[config.mk]
export PLATFORM = sky130hd
export DESIGN_NAME = priority_ready_queue_top
export DESIGN_NICKNAME = d
export VERILOG_FILES = /design/src/hw/rtl/prq_pkg.sv /design/src/hw/rtl/prq_cell.sv /design/src/hw/rtl/priority_ready_queue_top.sv
export VERILOG_INCLUDE_DIRS = /design/src /design/src/hw/rtl
export SDC_FILE = /design/constraint.sdc
export NUM_CORES = 1
export LEC_CHECK = 0
export BUFFER_PORTS_ARGS = -buffer_cell sky130_fd_sc_hd__clkbuf_2
export CAP_MARGIN = 20
export CORE_MARGIN = 3
export CORE_UTILIZATION = 57
export DETAILED_ROUTE_END_ITERATION = 16
export PLACE_DENSITY = 0.78
export SYNTH_ARGS = -nofsm -noshare
export SYNTH_HDL_FRONTEND = slang
export SYNTH_SLANG_ARGS = --single-unit
[constraint.sdc]
create_clock -name i_clk -period 2.85 [get_ports i_clk]
set_input_delay 0.7125 -clock i_clk [delete_from_list [all_inputs] [get_ports i_clk]]
set_output_delay 0.7125 -clock i_clk [all_outputs]
set_load 0.02 [all_outputs]
[src/hw/rtl/priority_ready_queue_top_macros.svh]
// assertion macros for the priority ready queue
// used at the end of priority_ready_queue_top, expects i_clk and i_rst_n in scope
`ifndef PRIORITY_READY_QUEUE_TOP_MACROS_SVH
`define PRIORITY_READY_QUEUE_TOP_MACROS_SVH

// condition holds at every clock edge out of reset
`define PRQ_ASSERT_HOLDS(label, cond) \
    label: assert property (@(posedge i_clk) disable iff (!i_rst_n) (cond)) \
        else $error("priority ready queue check failed");

// consequent holds in the same cycle as the antecedent
`define PRQ_ASSERT_IMPLIES(label, ante, cons) \
    label: assert property (@(posedge i_clk) disable iff (!i_rst_n) (ante) |-> (cons)) \
        else $error("priority ready queue check failed");

`endif

[src/hw/rtl/prq_pkg.sv]
// shared types and constants of the priority ready queue
// used by prq_cell and priority_ready_queue_top, no dependencies
package prq_pkg;

    localparam int CMD_BITS        = 2;
    localparam int ID_PORT_BITS    = 8;
    localparam int PRIO_PORT_BITS  = 8;
    localparam int COUNT_PORT_BITS = 5;

    localparam logic [CMD_BITS-1:0] CMD_APPEND = 2'd0;
    localparam logic [CMD_BITS-1:0] CMD_INSERT = 2'd1;
    localparam logic [CMD_BITS-1:0] CMD_POP    = 2'd2;

    // how a traveling token decides where it lands
    typedef enum logic [1:0] {
        MODE_APPEND   = 2'd0,
        MODE_PRIORITY = 2'd1,
        MODE_PUSH     = 2'd2
    } t_mode;

    typedef struct packed {
        logic  valid;
        t_mode mode;
    } t_token;

endpackage

[src/hw/rtl/prq_cell.sv]
// one slot of the queue row: holds an entry and passes a token to the next slot
// depends on prq_pkg
module prq_cell #(
    parameter int ID_BITS       = 8,
    parameter int PRIORITY_BITS = 8
) (
    input  logic                            i_clk,
    input  logic                            i_rst_n,
    input  logic                            i_pop,
    input  prq_pkg::t_token                 i_token,
    input  logic [ID_BITS-1:0]              i_tok_id,
    input  logic signed [PRIORITY_BITS-1:0] i_tok_prio,
    output prq_pkg::t_token                 o_token,
    output logic [ID_BITS-1:0]              o_tok_id,
    output logic signed [PRIORITY_BITS-1:0] o_tok_prio,
    input  logic                            i_next_occ,
    input  logic [ID_BITS-1:0]              i_next_id,
    input  logic signed [PRIORITY_BITS-1:0] i_next_prio,
    output logic                            o_occ,
    output logic [ID_BITS-1:0]              o_id,
    output logic signed [PRIORITY_BITS-1:0] o_prio,
    output logic                            o_busy
);
    import prq_pkg::*;

    t_token                          r_tok;
    logic [ID_BITS-1:0]              r_tok_id;
    logic signed [PRIORITY_BITS-1:0] r_tok_prio;
    logic                            r_occ;
    logic [ID_BITS-1:0]              r_id;
    logic signed [PRIORITY_BITS-1:0] r_prio;

    logic                            n_occ;
    logic [ID_BITS-1:0]              n_id;
    logic signed [PRIORITY_BITS-1:0] n_prio;
    logic                            stop;

    // token lands here: empty slot, pushing, or priority order or a matching id says so
    assign stop = r_tok.valid && (!r_occ || (r_tok.mode == MODE_PUSH) ||
                  ((r_tok.mode == MODE_PRIORITY) &&
                   ((r_prio > r_tok_prio) || (r_id == r_tok_id))));

    always_comb begin
        n_occ      = r_occ;
        n_id       = r_id;
        n_prio     = r_prio;
        o_token    = '{valid: 1'b0, mode: MODE_PUSH};
        o_tok_id   = r_tok_id;
        o_tok_prio = r_tok_prio;
        if (i_pop) begin
            n_occ  = i_next_occ;
            n_id   = i_next_id;
            n_prio = i_next_prio;
        end else if (stop) begin
            n_occ      = 1'b1;
            n_id       = r_tok_id;
            n_prio     = r_tok_prio;
            // displaced entry moves on one slot per cycle
            o_token    = '{valid: r_occ, mode: MODE_PUSH};
            o_tok_id   = r_id;
            o_tok_prio = r_prio;
        end else if (r_tok.valid) begin
            o_token = r_tok;
        end
    end

    always_ff @(posedge i_clk) begin
        if (!i_rst_n) begin
            r_tok.valid <= 1'b0;
            r_tok.mode  <= MODE_PUSH;
            r_occ       <= 1'b0;
        end else begin
            r_tok <= i_token;
            r_occ <= n_occ;
        end
    end

    always_ff @(posedge i_clk) begin
        r_tok_id   <= i_tok_id;
        r_tok_prio <= i_tok_prio;
        r_id       <= n_id;
        r_prio     <= n_prio;
    end

    assign o_occ  = r_occ;
    assign o_id   = r_id;
    assign o_prio = r_prio;
    assign o_busy = r_tok.valid;

endmodule

[src/hw/rtl/priority_ready_queue_top.sv]
// priority ready queue: a row of QUEUE_DEPTH slots, head at slot 0
// result is registered in the cycle after accept; pop, unused and dropped full commands start no token,
// so they do not hold off the next accept; append and insert hold it off until their entry token and
// any entry it displaces have landed, rippling down the slot row one slot per cycle
// a result item waiting on the output blocks the next accept
// synchronous active-low reset empties the queue and clears the output valid
module priority_ready_queue_top #(
    parameter int QUEUE_DEPTH   = 16,
    parameter int ID_BITS       = 8,
    parameter int PRIORITY_BITS = 8
) (
    input  logic                                      i_clk,
    input  logic                                      i_rst_n,
    input  logic                                      i_in_valid,
    output logic                                      o_in_ready,
    input  logic [prq_pkg::CMD_BITS-1:0]              i_cmd,
    input  logic [prq_pkg::ID_PORT_BITS-1:0]          i_thread_id,
    input  logic signed [prq_pkg::PRIO_PORT_BITS-1:0] i_priority_req,
    output logic                                      o_out_valid,
    input  logic                                      i_out_ready,
    output logic                                      o_pop_valid,
    output logic [prq_pkg::ID_PORT_BITS-1:0]          o_popped_id,
    output logic signed [prq_pkg::PRIO_PORT_BITS-1:0] o_popped_priority,
    output logic [prq_pkg::COUNT_PORT_BITS-1:0]       o_entry_count,
    output logic                                      o_overflow
);
    import prq_pkg::*;

    localparam int CW = $clog2(QUEUE_DEPTH + 1);

    t_token                          tok_arr  [0:QUEUE_DEPTH];
    logic [ID_BITS-1:0]              tid_arr  [0:QUEUE_DEPTH];
    logic signed [PRIORITY_BITS-1:0] tpr_arr  [0:QUEUE_DEPTH];
    logic [ID_BITS-1:0]              id_arr   [0:QUEUE_DEPTH];
    logic signed [PRIORITY_BITS-1:0] prio_arr [0:QUEUE_DEPTH];
    logic [QUEUE_DEPTH:0]            occ_vec;
    logic [QUEUE_DEPTH-1:0]          busy_vec;

    logic [CW-1:0]                   r_count;
    logic [CW-1:0]                   n_count;
    logic                            r_out_valid;
    logic                            r_pop_valid;
    logic [ID_PORT_BITS-1:0]         r_popped_id;
    logic signed [PRIO_PORT_BITS-1:0] r_popped_prio;
    logic [COUNT_PORT_BITS-1:0]      r_entry_count;
    logic                            r_overflow;

    logic                            busy;
    logic                            accept;
    logic                            full;
    logic                            pop_go;
    t_token                          tok_in;
    logic                            res_pop_valid;
    logic [ID_PORT_BITS-1:0]         res_id;
    logic signed [PRIO_PORT_BITS-1:0] res_prio;
    logic                            res_ovf;

    assign busy       = |busy_vec;
    assign o_in_ready = !busy && (!r_out_valid || i_out_ready);
    assign accept     = i_in_valid && o_in_ready;
    assign full       = (r_count == CW'(QUEUE_DEPTH));

    // past the tail the row reads as empty
    assign occ_vec[QUEUE_DEPTH]  = 1'b0;
    assign id_arr[QUEUE_DEPTH]   = '0;
    assign prio_arr[QUEUE_DEPTH] = '0;
    assign tok_arr[0]            = tok_in;
    assign tid_arr[0]            = ID_BITS'(i_thread_id);
    assign tpr_arr[0]            = PRIORITY_BITS'(i_priority_req);

    always_comb begin
        n_count       = r_count;
        pop_go        = 1'b0;
        res_pop_valid = 1'b0;
        res_id        = '0;
        res_prio      = '0;
        res_ovf       = 1'b0;
        tok_in        = '{valid: 1'b0, mode: MODE_APPEND};
        if (accept) begin
            unique case (i_cmd) inside
                CMD_APPEND, CMD_INSERT: begin
                    if (full) begin
                        res_ovf = 1'b1;
                    end else begin
                        tok_in  = '{valid: 1'b1,
                                    mode: (i_cmd == CMD_APPEND) ? MODE_APPEND
                                                                : MODE_PRIORITY};
                        n_count = r_count + CW'(1);
                    end
                end
                CMD_POP: begin
                    if (r_count != '0) begin
                        pop_go        = 1'b1;
                        res_pop_valid = 1'b1;
                        res_id        = ID_PORT_BITS'(id_arr[0]);
                        res_prio      = PRIO_PORT_BITS'(prio_arr[0]);
                        n_count       = r_count - CW'(1);
                    end
                end
                default: begin
                end
            endcase
        end
    end

    for (genvar g = 0; g < QUEUE_DEPTH; g++) begin : g_cell
        prq_cell #(
            .ID_BITS       (ID_BITS),
            .PRIORITY_BITS (PRIORITY_BITS)
        ) u_cell (
            .i_clk       (i_clk),
            .i_rst_n     (i_rst_n),
            .i_pop       (pop_go),
            .i_token     (tok_arr[g]),
            .i_tok_id    (tid_arr[g]),
            .i_tok_prio  (tpr_arr[g]),
            .o_token     (tok_arr[g+1]),
            .o_tok_id    (tid_arr[g+1]),
            .o_tok_prio  (tpr_arr[g+1]),
            .i_next_occ  (occ_vec[g+1]),
            .i_next_id   (id_arr[g+1]),
            .i_next_prio (prio_arr[g+1]),
            .o_occ       (occ_vec[g]),
            .o_id        (id_arr[g]),
            .o_prio      (prio_arr[g]),
            .o_busy      (busy_vec[g])
        );
    end

    always_ff @(posedge i_clk) begin
        if (!i_rst_n) begin
            r_count     <= '0;
            r_out_valid <= 1'b0;
        end else begin
            r_count <= n_count;
            if (accept) begin
                r_out_valid <= 1'b1;
            end else if (i_out_ready) begin
                r_out_valid <= 1'b0;
            end
        end
    end

    always_ff @(posedge i_clk) begin
        if (accept) begin
            r_pop_valid   <= res_pop_valid;
            r_popped_id   <= res_id;
            r_popped_prio <= res_prio;
            r_entry_count <= COUNT_PORT_BITS'(n_count);
            r_overflow    <= res_ovf;
        end
    end

    assign o_out_valid       = r_out_valid;
    assign o_pop_valid       = r_pop_valid;
    assign o_popped_id       = r_popped_id;
    assign o_popped_priority = r_popped_prio;
    assign o_entry_count     = r_entry_count;
    assign o_overflow        = r_overflow;

`include "priority_ready_queue_top_macros.svh"

    // a token always lands before running past the last slot
    `PRQ_ASSERT_HOLDS(a_token_stays_in_row, !tok_arr[QUEUE_DEPTH].valid)
    // occupied slots form one run starting at the head
    `PRQ_ASSERT_HOLDS(a_occupancy_contiguous, ((occ_vec >> 1) & ~occ_vec) == '0)
    // once the row is settled the count agrees with the slots
    `PRQ_ASSERT_IMPLIES(a_count_matches_row, !busy, CW'($countones(occ_vec)) == r_count)

endmodule

Word level (Yosys, flattened, before mapping):

Cells that the tools add are included.
Widths: inputs -> output; s select.

* bits in registers: 605
* input port bits: 22
* word-level logic and storage cells: 541

* $add $sub $neg: 2
* $lt $le $gt $ge: 16
* equal/unequal tests: 51
* mux-type cells: 194
* bitwise logic cells: 18
* reductions and logical operators: 140

Operators with widths (number)
* $mux 8: 120
* $eq 8x8->1: 16
* $gt 8x8->1: 16
* $mux 3: 31
* $reduce_or 4->1: 16
* $logic_or 1x1->1: 49
* $mux 1: 37
* $eq 2x1->1 const B: 17
* $eq 2x2->1 const B: 17
* $logic_and 1x1->1: 34
* $reduce_bool 2->1: 16
* $logic_not 1->1: 18
* $not 1->1: 18
* $reduce_or 16->1: 1
* $mux 5: 3
* $pmux 5 s2: 1
* $add 5x1->5 const B: 1
* $eq 5x5->1 const B: 1
* $reduce_bool 5->1: 1
* $sub 5x1->5 const B: 1
* $mux 2: 2
* $reduce_or 2->1: 2
* $reduce_and 3->1: 1
* $logic_not 2->1: 1
* $reduce_and 2->1: 1

Longest topological paths before layout:

Gate-level depths: netlist (run 1).

* depth in word-level cells: 7
* depth in mapped cells: 12

Modules after synthesis:

A second synthesis (run 1) with hierarchy kept.

* cell total of the unflattened synthesis: 4145
* area total of the unflattened synthesis: 39618.0 µm²

Modules (own cells, without submodules)
* prq_cell (g_cell[1].u_cell ...): times used 9, cells an instance 251, area an instance 2378.5 µm², sequential area each 880.8 µm²
* prq_cell (g_cell[0].u_cell ...): times used 7, cells an instance 251, area an instance 2388.5 µm², sequential area each 880.8 µm²
* priority_ready_queue_top: times used 1, cells an instance 129, area an instance 1491.4 µm², sequential area each 810.8 µm²

Worst setup path before layout (run 1):

Ideal clock, no wire load.

* kind: input port to flip-flop
* start: input i_cmd[1] in the netlist's numbering
* end: register g_cell[10].u_cell.r_id[0] (enable)
* arrival: 2.370 ns
* data required time: 2.478 ns
* setup slack: 0.108 ns
* stages: 9
* cells stage by stage: buf_2 > or3b_1 > buf_4 > inv_2 > nand4_1 > buf_2 > buf_2 > buf_2 > nand2_1

* longest elaborated chain between the ends: 4

Ends and longest elaborated chain
* start, declared: RTL line priority_ready_queue_top.sv:16 `input logic [prq_pkg::CMD_BITS-1:0] i_cmd,`
* $eq 2x2->1 (no line)
* $mux 1
* $mux 1: RTL line priority_ready_queue_top.sv:79 `if (accept) begin`
* $reduce_bool 2->1 (no line)
* end signal, assigned: RTL line prq_cell.sv:81 `r_id <= n_id;`
* end, declared: RTL line prq_cell.sv:30 `logic [ID_BITS-1:0] r_id;`

Every way passes these cells.
A chain may end at the register's enable or synchronous reset.

Worst setup path in the final report (run 1):

* start: register g_cell[13].u_cell.r_tok (netlist bit g_cell[13].u_cell.o_busy)
* end: output o_in_ready

* longest elaborated chain between the ends: 3

Ends and longest elaborated chain
* start, declared: RTL line prq_cell.sv:26 `t_token r_tok;`
* start signal, assigned: RTL line prq_cell.sv:73 `r_tok <= i_token;`
* $reduce_or 16->1: RTL line priority_ready_queue_top.sv:58 `assign busy = |busy_vec;`
* $logic_not 1->1: RTL line priority_ready_queue_top.sv:59 `assign o_in_ready = !busy && (!r_out_valid || i_out_ready);`
* $logic_and 1x1->1: RTL line priority_ready_queue_top.sv:59
* end, declared: RTL line priority_ready_queue_top.sv:15 `output logic o_in_ready,`

Every way passes these cells.

==> results_dict.tcl, run 1 <==
set metrics [dict create \
    portBuffers 46 \
    synth_adder_area_share 0.0598 \
    clock-skew-final_ps 24.2 \
    vdd_ir_drop_max_v 0.000463 \
    grt_max_degree 92 \
    tns_ps 0 \
    avgSynthCellArea_sq_um 10.9 \
    slowest_stage "or4_4" \
    crit_arrival_ps 2030 \
    place_area_sq_um 28400 \
    ys.flop_type "dfxtp_1" \
    syn_area_sq_um 27200 \
    drt-pass1-iter-count 5 \
    end_kind "output port" \
    power.density_nw_per_um2 661 \
    hp-class "input port to flop" \
    switching_power_mw 4.72 \
    grt_pass1_wl_um 97400 \
    clkSinkCount 605 \
    synth-seq-cells 605 \
    core_area_sq_um 46900 \
    synth_edf_count 263 \
    synthXorXnorAreaFrac 0.0441 \
    p_comb_frac 0.088 \
    leakagePower_nw 12.6 \
    die_w_um 224 \
    fin_ws_ps 106 \
    grt_use_total 0.234 \
    rsz0062_at_grt "no" \
    synth_compound_area_frac 0.0784 \
    synth_cells 2486 \
    dp_slack_ps 16.5 \
    fin_area_sq_um 30600 \
    rows 79 \
    hold_violations 0 \
    final_max_slew_viol_count 0 \
    synth_cell_type_count 62 \
    clkPwrFrac 0.418 \
    ctsHoldBuffers 0 \
    via_count 18400 \
    cts_tree "built" \
    worstPathCellList "or4_4, nor2_4, and2_1, clkbuf_2" \
    post-synth-top-count-cell "nand2_1" \
    path_max_fanout 4 \
    clockRootBuffer "clkbuf_16" \
    ys_top_cells_by_count "nand2_1, dfxtp_1, edfxtp_1" \
    numCtsBuffers 59 \
    yosys.area.top_type_share 0.291 \
    worstSetupPathType "flop to output port" \
    clk_pin_slew_worst_paths_ps 60 \
    final_cells 3244 \
    area_growth_pct 12.5 \
    async_flop_share 0 \
    p_seq_frac 0.494 \
    yosys_warnings 0 \
    start_util 0.580 \
    cpPeakStageDelay_ps 580 \
    via_per_inst 5.67 \
    status "finished, final reports clean" \
    period_needed_ps 2740 \
    final_nets 2738 \
    hpwl_um 41700 \
    fin_crit_sh 0.963 \
    p_int_mw 15.5 \
    fin_hold_ws_ps 193 \
    placedCellCount 3128 \
    io_pins 47 \
    clk_latency_ps 620 \
    relSlewSlack 0.502 \
    syn_nets 2638 \
    drt_iter0_drc 1347 \
    worst_pin_slew_ps 747 \
    wire_per_inst_um 18.5 \
    yosysTopAreaCell "edfxtp_1" \
    muxShareOfSynthArea 0.105 \
    routed_wl_um 60000 \
    htree_levels 2 \
    n_antenna_cell 0 \
    overflow 0 \
    antenna_found_initial 0 \
    grt_pass1_vias 18900 \
    fp.dieH_um 224 \
    gp_congestion 0.835 \
    synth_area_leaders "edfxtp_1, dfxtp_1, mux2_2" \
    cp-start-kind "flop" \
    synth-simple-area-share 0.129 \
    worstPathRequired_ps 2140 \
    clk_path_buf_depth 3 \
    drc_errors 0 \
    layout-drive-gt1-share 0.190 \
    setup_viol 0 \
    synth_top_family_by_area "simple AND/OR/NAND/NOR gates" \
    switching_share 0.233 \
    die_area_sq_um 50300 \
    fillCellCount 3445 \
    maxCapViolations 0 \
    clock.fmax_ghz 0.364 \
    seq_area_frac_synth 0.542 \
    final_antenna_net_count 0 \
]
-- worst max-delay path, delay by kind of cell, from the launching register on --
| family | cells | cell delay, ps |
|---|---|---|
| flip-flops | 1 | 360 |
| AND/OR/NAND/NOR | 3 | 880 |
| buffers and inverters | 1 | 160 |
-- metrics by stage --
| stage | utilization | power [mW] |
|---|---|---|
| 2_1_floorplan | - | 11.4 |
| 3_3_place_gp | 0.605 | 11.8 |
| 3_5_place_dp | 0.605 | 11.9 |
| 4_1_cts | 0.651 | 20.3 |
| 5_1_grt | 0.653 | 20.9 |
| 6_report | 0.653 | 20.2 |
-- per-layer routing --
metal,vias to the layer above,GRT usage,share of wire
met4,0,0.0673,0.020
met5,-,0,0
met2,469,0.391,0.48
met3,80,0.0285,0.048
met1,8976,0.324,0.46
li1,8863,-,-
-- cell type report --
cell class,instances,area (sq um),share of cell area
Multi-Input combinational cell,1632,11400,0.373
Timing Repair Buffer,124,941,0.0308
Tap cell,607,759,0.0248
Clock inverter,34,477,0.0156
Clock buffer,78,1640,0.0536
Inverter,164,617,0.0202
Sequential cell,605,14700,0.482
-- path summary, 6_finish.rpt --
| check | startpoint | to | slack (ps) | cells after the start |
|---|---|---|---|---|
| setup reg to reg | r_count[0] | g_cell[7].u_cell.o_id[7] | 160 | 9 |
| setup / recovery | g_cell[13].u_cell.o_busy | o_in_ready | 110 | 4 |
| hold / removal | i_priority_req[6] | g_cell[0].u_cell.r_tok_prio[6] | 190 | 1 |
| hold reg to reg | g_cell[15].u_cell.r_tok_prio[1] | g_cell[15].u_cell.o_prio[1] | 480 | 2 |
-- layout by cell type (no fill, tap or decap), types with 35 or more instances in the layout --
cell type and count:
nand2_1 519, clkbuf_16 62, edfxtp_1 263, o21ai_0 152
clkbuf_2 46, mux2_4 36, nand3_1 35, ha_1 130
xnor2_1 113, inv_1 161, nand4_1 58, buf_4 67
dfxtp_1 342, mux2_2 205, a21oi_1 69
-- logic make-up after synthesis --
| logic type | after synthesis |
|---|---|
| AOI/OAI and AO/OA | 340 |
| xor gates and xnor gates | 137 |
| adders and majority gates | 130 |
| buffers and inverters | 249 |
| DFF | 605 |
| muxes | 242 |
| and+or+nand+nor | 783 |
-- power groups by stage --
stage | Sequential, mW | Combinational, mW | Clock (mW)
floorplan | 10.1 | 1.29 | 0
global placement | 10.1 | 1.65 | 0
detailed placement | 10.2 | 1.73 | 0
CTS | 9.98 | 1.76 | 8.57
global route | 10.0 | 1.99 | 8.92
finish | 9.98 | 1.77 | 8.46
-- state kept, by name, indices dropped and copies added (netlist names), 5 cells and up --
signal / flops
g_cell.u_cell.o_id: 128
g_cell.u_cell.r_tok_id: 128
g_cell.u_cell.o_busy: 16
o_popped_id: 8
g_cell.u_cell.o_occ: 16
g_cell.u_cell.r_tok_prio: 128
o_popped_priority: 8
g_cell.u_cell.r_tok: 32
r_count: 5
g_cell.u_cell.o_prio: 128
o_entry_count: 5
-- what timing repair did --
| action | CTS | global route |
|---|---|---|
| cloned | 0 | 2 |
| setup buffers | 0 | 1 |
| gates resized for setup | 2 | 8 |
| endpoints found under the setup margin | 19 | 142 |
Power figures use the tool's default switching activity.
==> inputs of run 2 (changes only) <==
CORE_MARGIN = default   (was 3)
CORE_UTILIZATION = 63   (was 57)
PLACE_DENSITY = 0.82   (was 0.78)
clock period = 3.05 ns   (was 2.85 ns; I/O delays follow)
==> results_dict.tcl, run 2 (synthesis results as in run 1) <==
set metrics [dict create \
    status "finished, final reports clean" \
    fp.dieH_um 210 \
    crit_arrival_ps 3340 \
    start_util 0.644 \
    drc_errors 0 \
    period_needed_ps 2850 \
    grt_pass1_vias 18500 \
    final_max_slew_viol_count 0 \
    final_antenna_net_count 0 \
    cts_tree "built" \
    hp-class "input port to flop" \
    layout_commonest_cell "nand2_1" \
    routed_wl_um 57300 \
    via_per_inst 5.79 \
    setup_viol 0 \
    final_nets 2720 \
    clock.fmax_ghz 0.351 \
    fin_crit_sh 0.933 \
    tns_ps 0 \
    rows 75 \
    worstSetupPathType "flop to flop" \
    io_pins 47 \
    core_area_sq_um 42200 \
    gp_congestion 0.855 \
    grt_use_total 0.262 \
    topRoutingLayerUsed "met4" \
    antenna_found_initial 0 \
    fillCellCount 2841 \
    path_max_fanout 10 \
    htree_levels 2 \
    final_cells 3157 \
    cts_setup_buffers 0 \
    wl_met2_um 27500 \
    leakagePower_nw 12.5 \
    drt-pass1-iter-count 5 \
    clkSinkCount 605 \
    grt_pass1_wl_um 93600 \
    via_count 18300 \
    placedCellCount 3045 \
    hold_violations 0 \
    grt_max_degree 120 \
    portBuffers 46 \
    relSlewSlack 0.362 \
    worstPathRequired_ps 3550 \
    clk_latency_ps 620 \
    die_w_um 210 \
    vdd_ir_drop_max_v 0.000552 \
    clk_pin_slew_worst_paths_ps 60 \
    die_area_sq_um 44000 \
    drt_iter0_drc 1235 \
    layout-drive-gt1-share 0.182 \
    cp-start-kind "flop" \
    end_kind "flop" \
    clk_path_buf_depth 3 \
    rsz0062_at_grt "no" \
    clock-skew-final_ps 24.9 \
    hpwl_um 39800 \
    wire_per_inst_um 18.2 \
    maxCapViolations 0 \
    wl_met1_um 25400 \
    area_growth_pct 11.0 \
    worst_pin_slew_ps 951 \
    clockRootBuffer "clkbuf_16" \
    power.density_nw_per_um2 610 \
    dr_wl_met3_um 3200 \
    overflow 0 \
    mostFrequentLayoutCells "nand2_1, dfxtp_1, edfxtp_1" \
    numCtsBuffers 59 \
    n_antenna_cell 0 \
]
## run 2: per-layer routing
layer | GRT usage | vias up
li1 | - | 8822
met1 | 0.355 | 8864
met2 | 0.436 | 508
met3 | 0.0356 | 88
met4 | 0.0866 | 0
met5 | 0 | -
## run 2: final cells by class
| class | count | area [sq um] | area share |
|---|---|---|---|
| repair buffers | 106 | 768 | 0.0255 |
| multi-input cells | 1632 | 11300 | 0.376 |
| flip-flops and latches | 605 | 14700 | 0.489 |
| clock buffers | 84 | 1720 | 0.0572 |
| clock inverters | 27 | 288 | 0.00954 |
| well taps | 539 | 674 | 0.0224 |
| inverters | 164 | 617 | 0.0205 |
## run 2: timing repair
item,CTS,global route
resized for setup,0,1
setup endpoints to repair,0,24
endpoints found under the hold margin,0,0
hold buffers,0,0
## run 2: worst paths after layout
check,cells after the start,to,from,slack (ps)
hold / removal,1,g_cell[0].u_cell.r_tok_id[3],i_thread_id[3],240
setup reg to reg,8,g_cell[4].u_cell.r_tok_id[7],g_cell[3].u_cell.o_prio[7],200
hold reg to reg,1,g_cell[8].u_cell.r_tok[0],g_cell[7].u_cell.r_tok[0],470
setup / recovery,8,g_cell[4].u_cell.r_tok_id[7],g_cell[3].u_cell.o_prio[7],200
## run 2: metrics by stage
step	hold WS, ps	setup WS [ps]	utilization	cell area (sq um)	power (mW)
final	243	205	0.714	30200	18.4
after global routing	226	31.2	0.714	30200	19.1
after CTS	217	72.5	0.714	30100	18.5
after detailed placement	462	111	0.666	28100	11.1
after global placement	455	180	0.666	28100	11.0
after floorplan	448	258	-	27200	10.6
## run 2: critical path, stage by stage, from the launching register on
cell	delay (ps)
edfxtp_1	430
ha_1	350
nand4_1	110
o21ai_0	100
a21oi_1	120
a21oi_1	130
o31ai_2	810
buf_4	320
mux2_2	350
## run 2: where the power goes
group          switching, mW  leakage, nW  internal [mW]  total (mW)
clock network           3.09        0.982           4.36        7.45
logic                  0.848         6.23          0.768        1.62
registers              0.372         5.26           8.96        9.34
total                   4.31         12.5           14.1        18.4
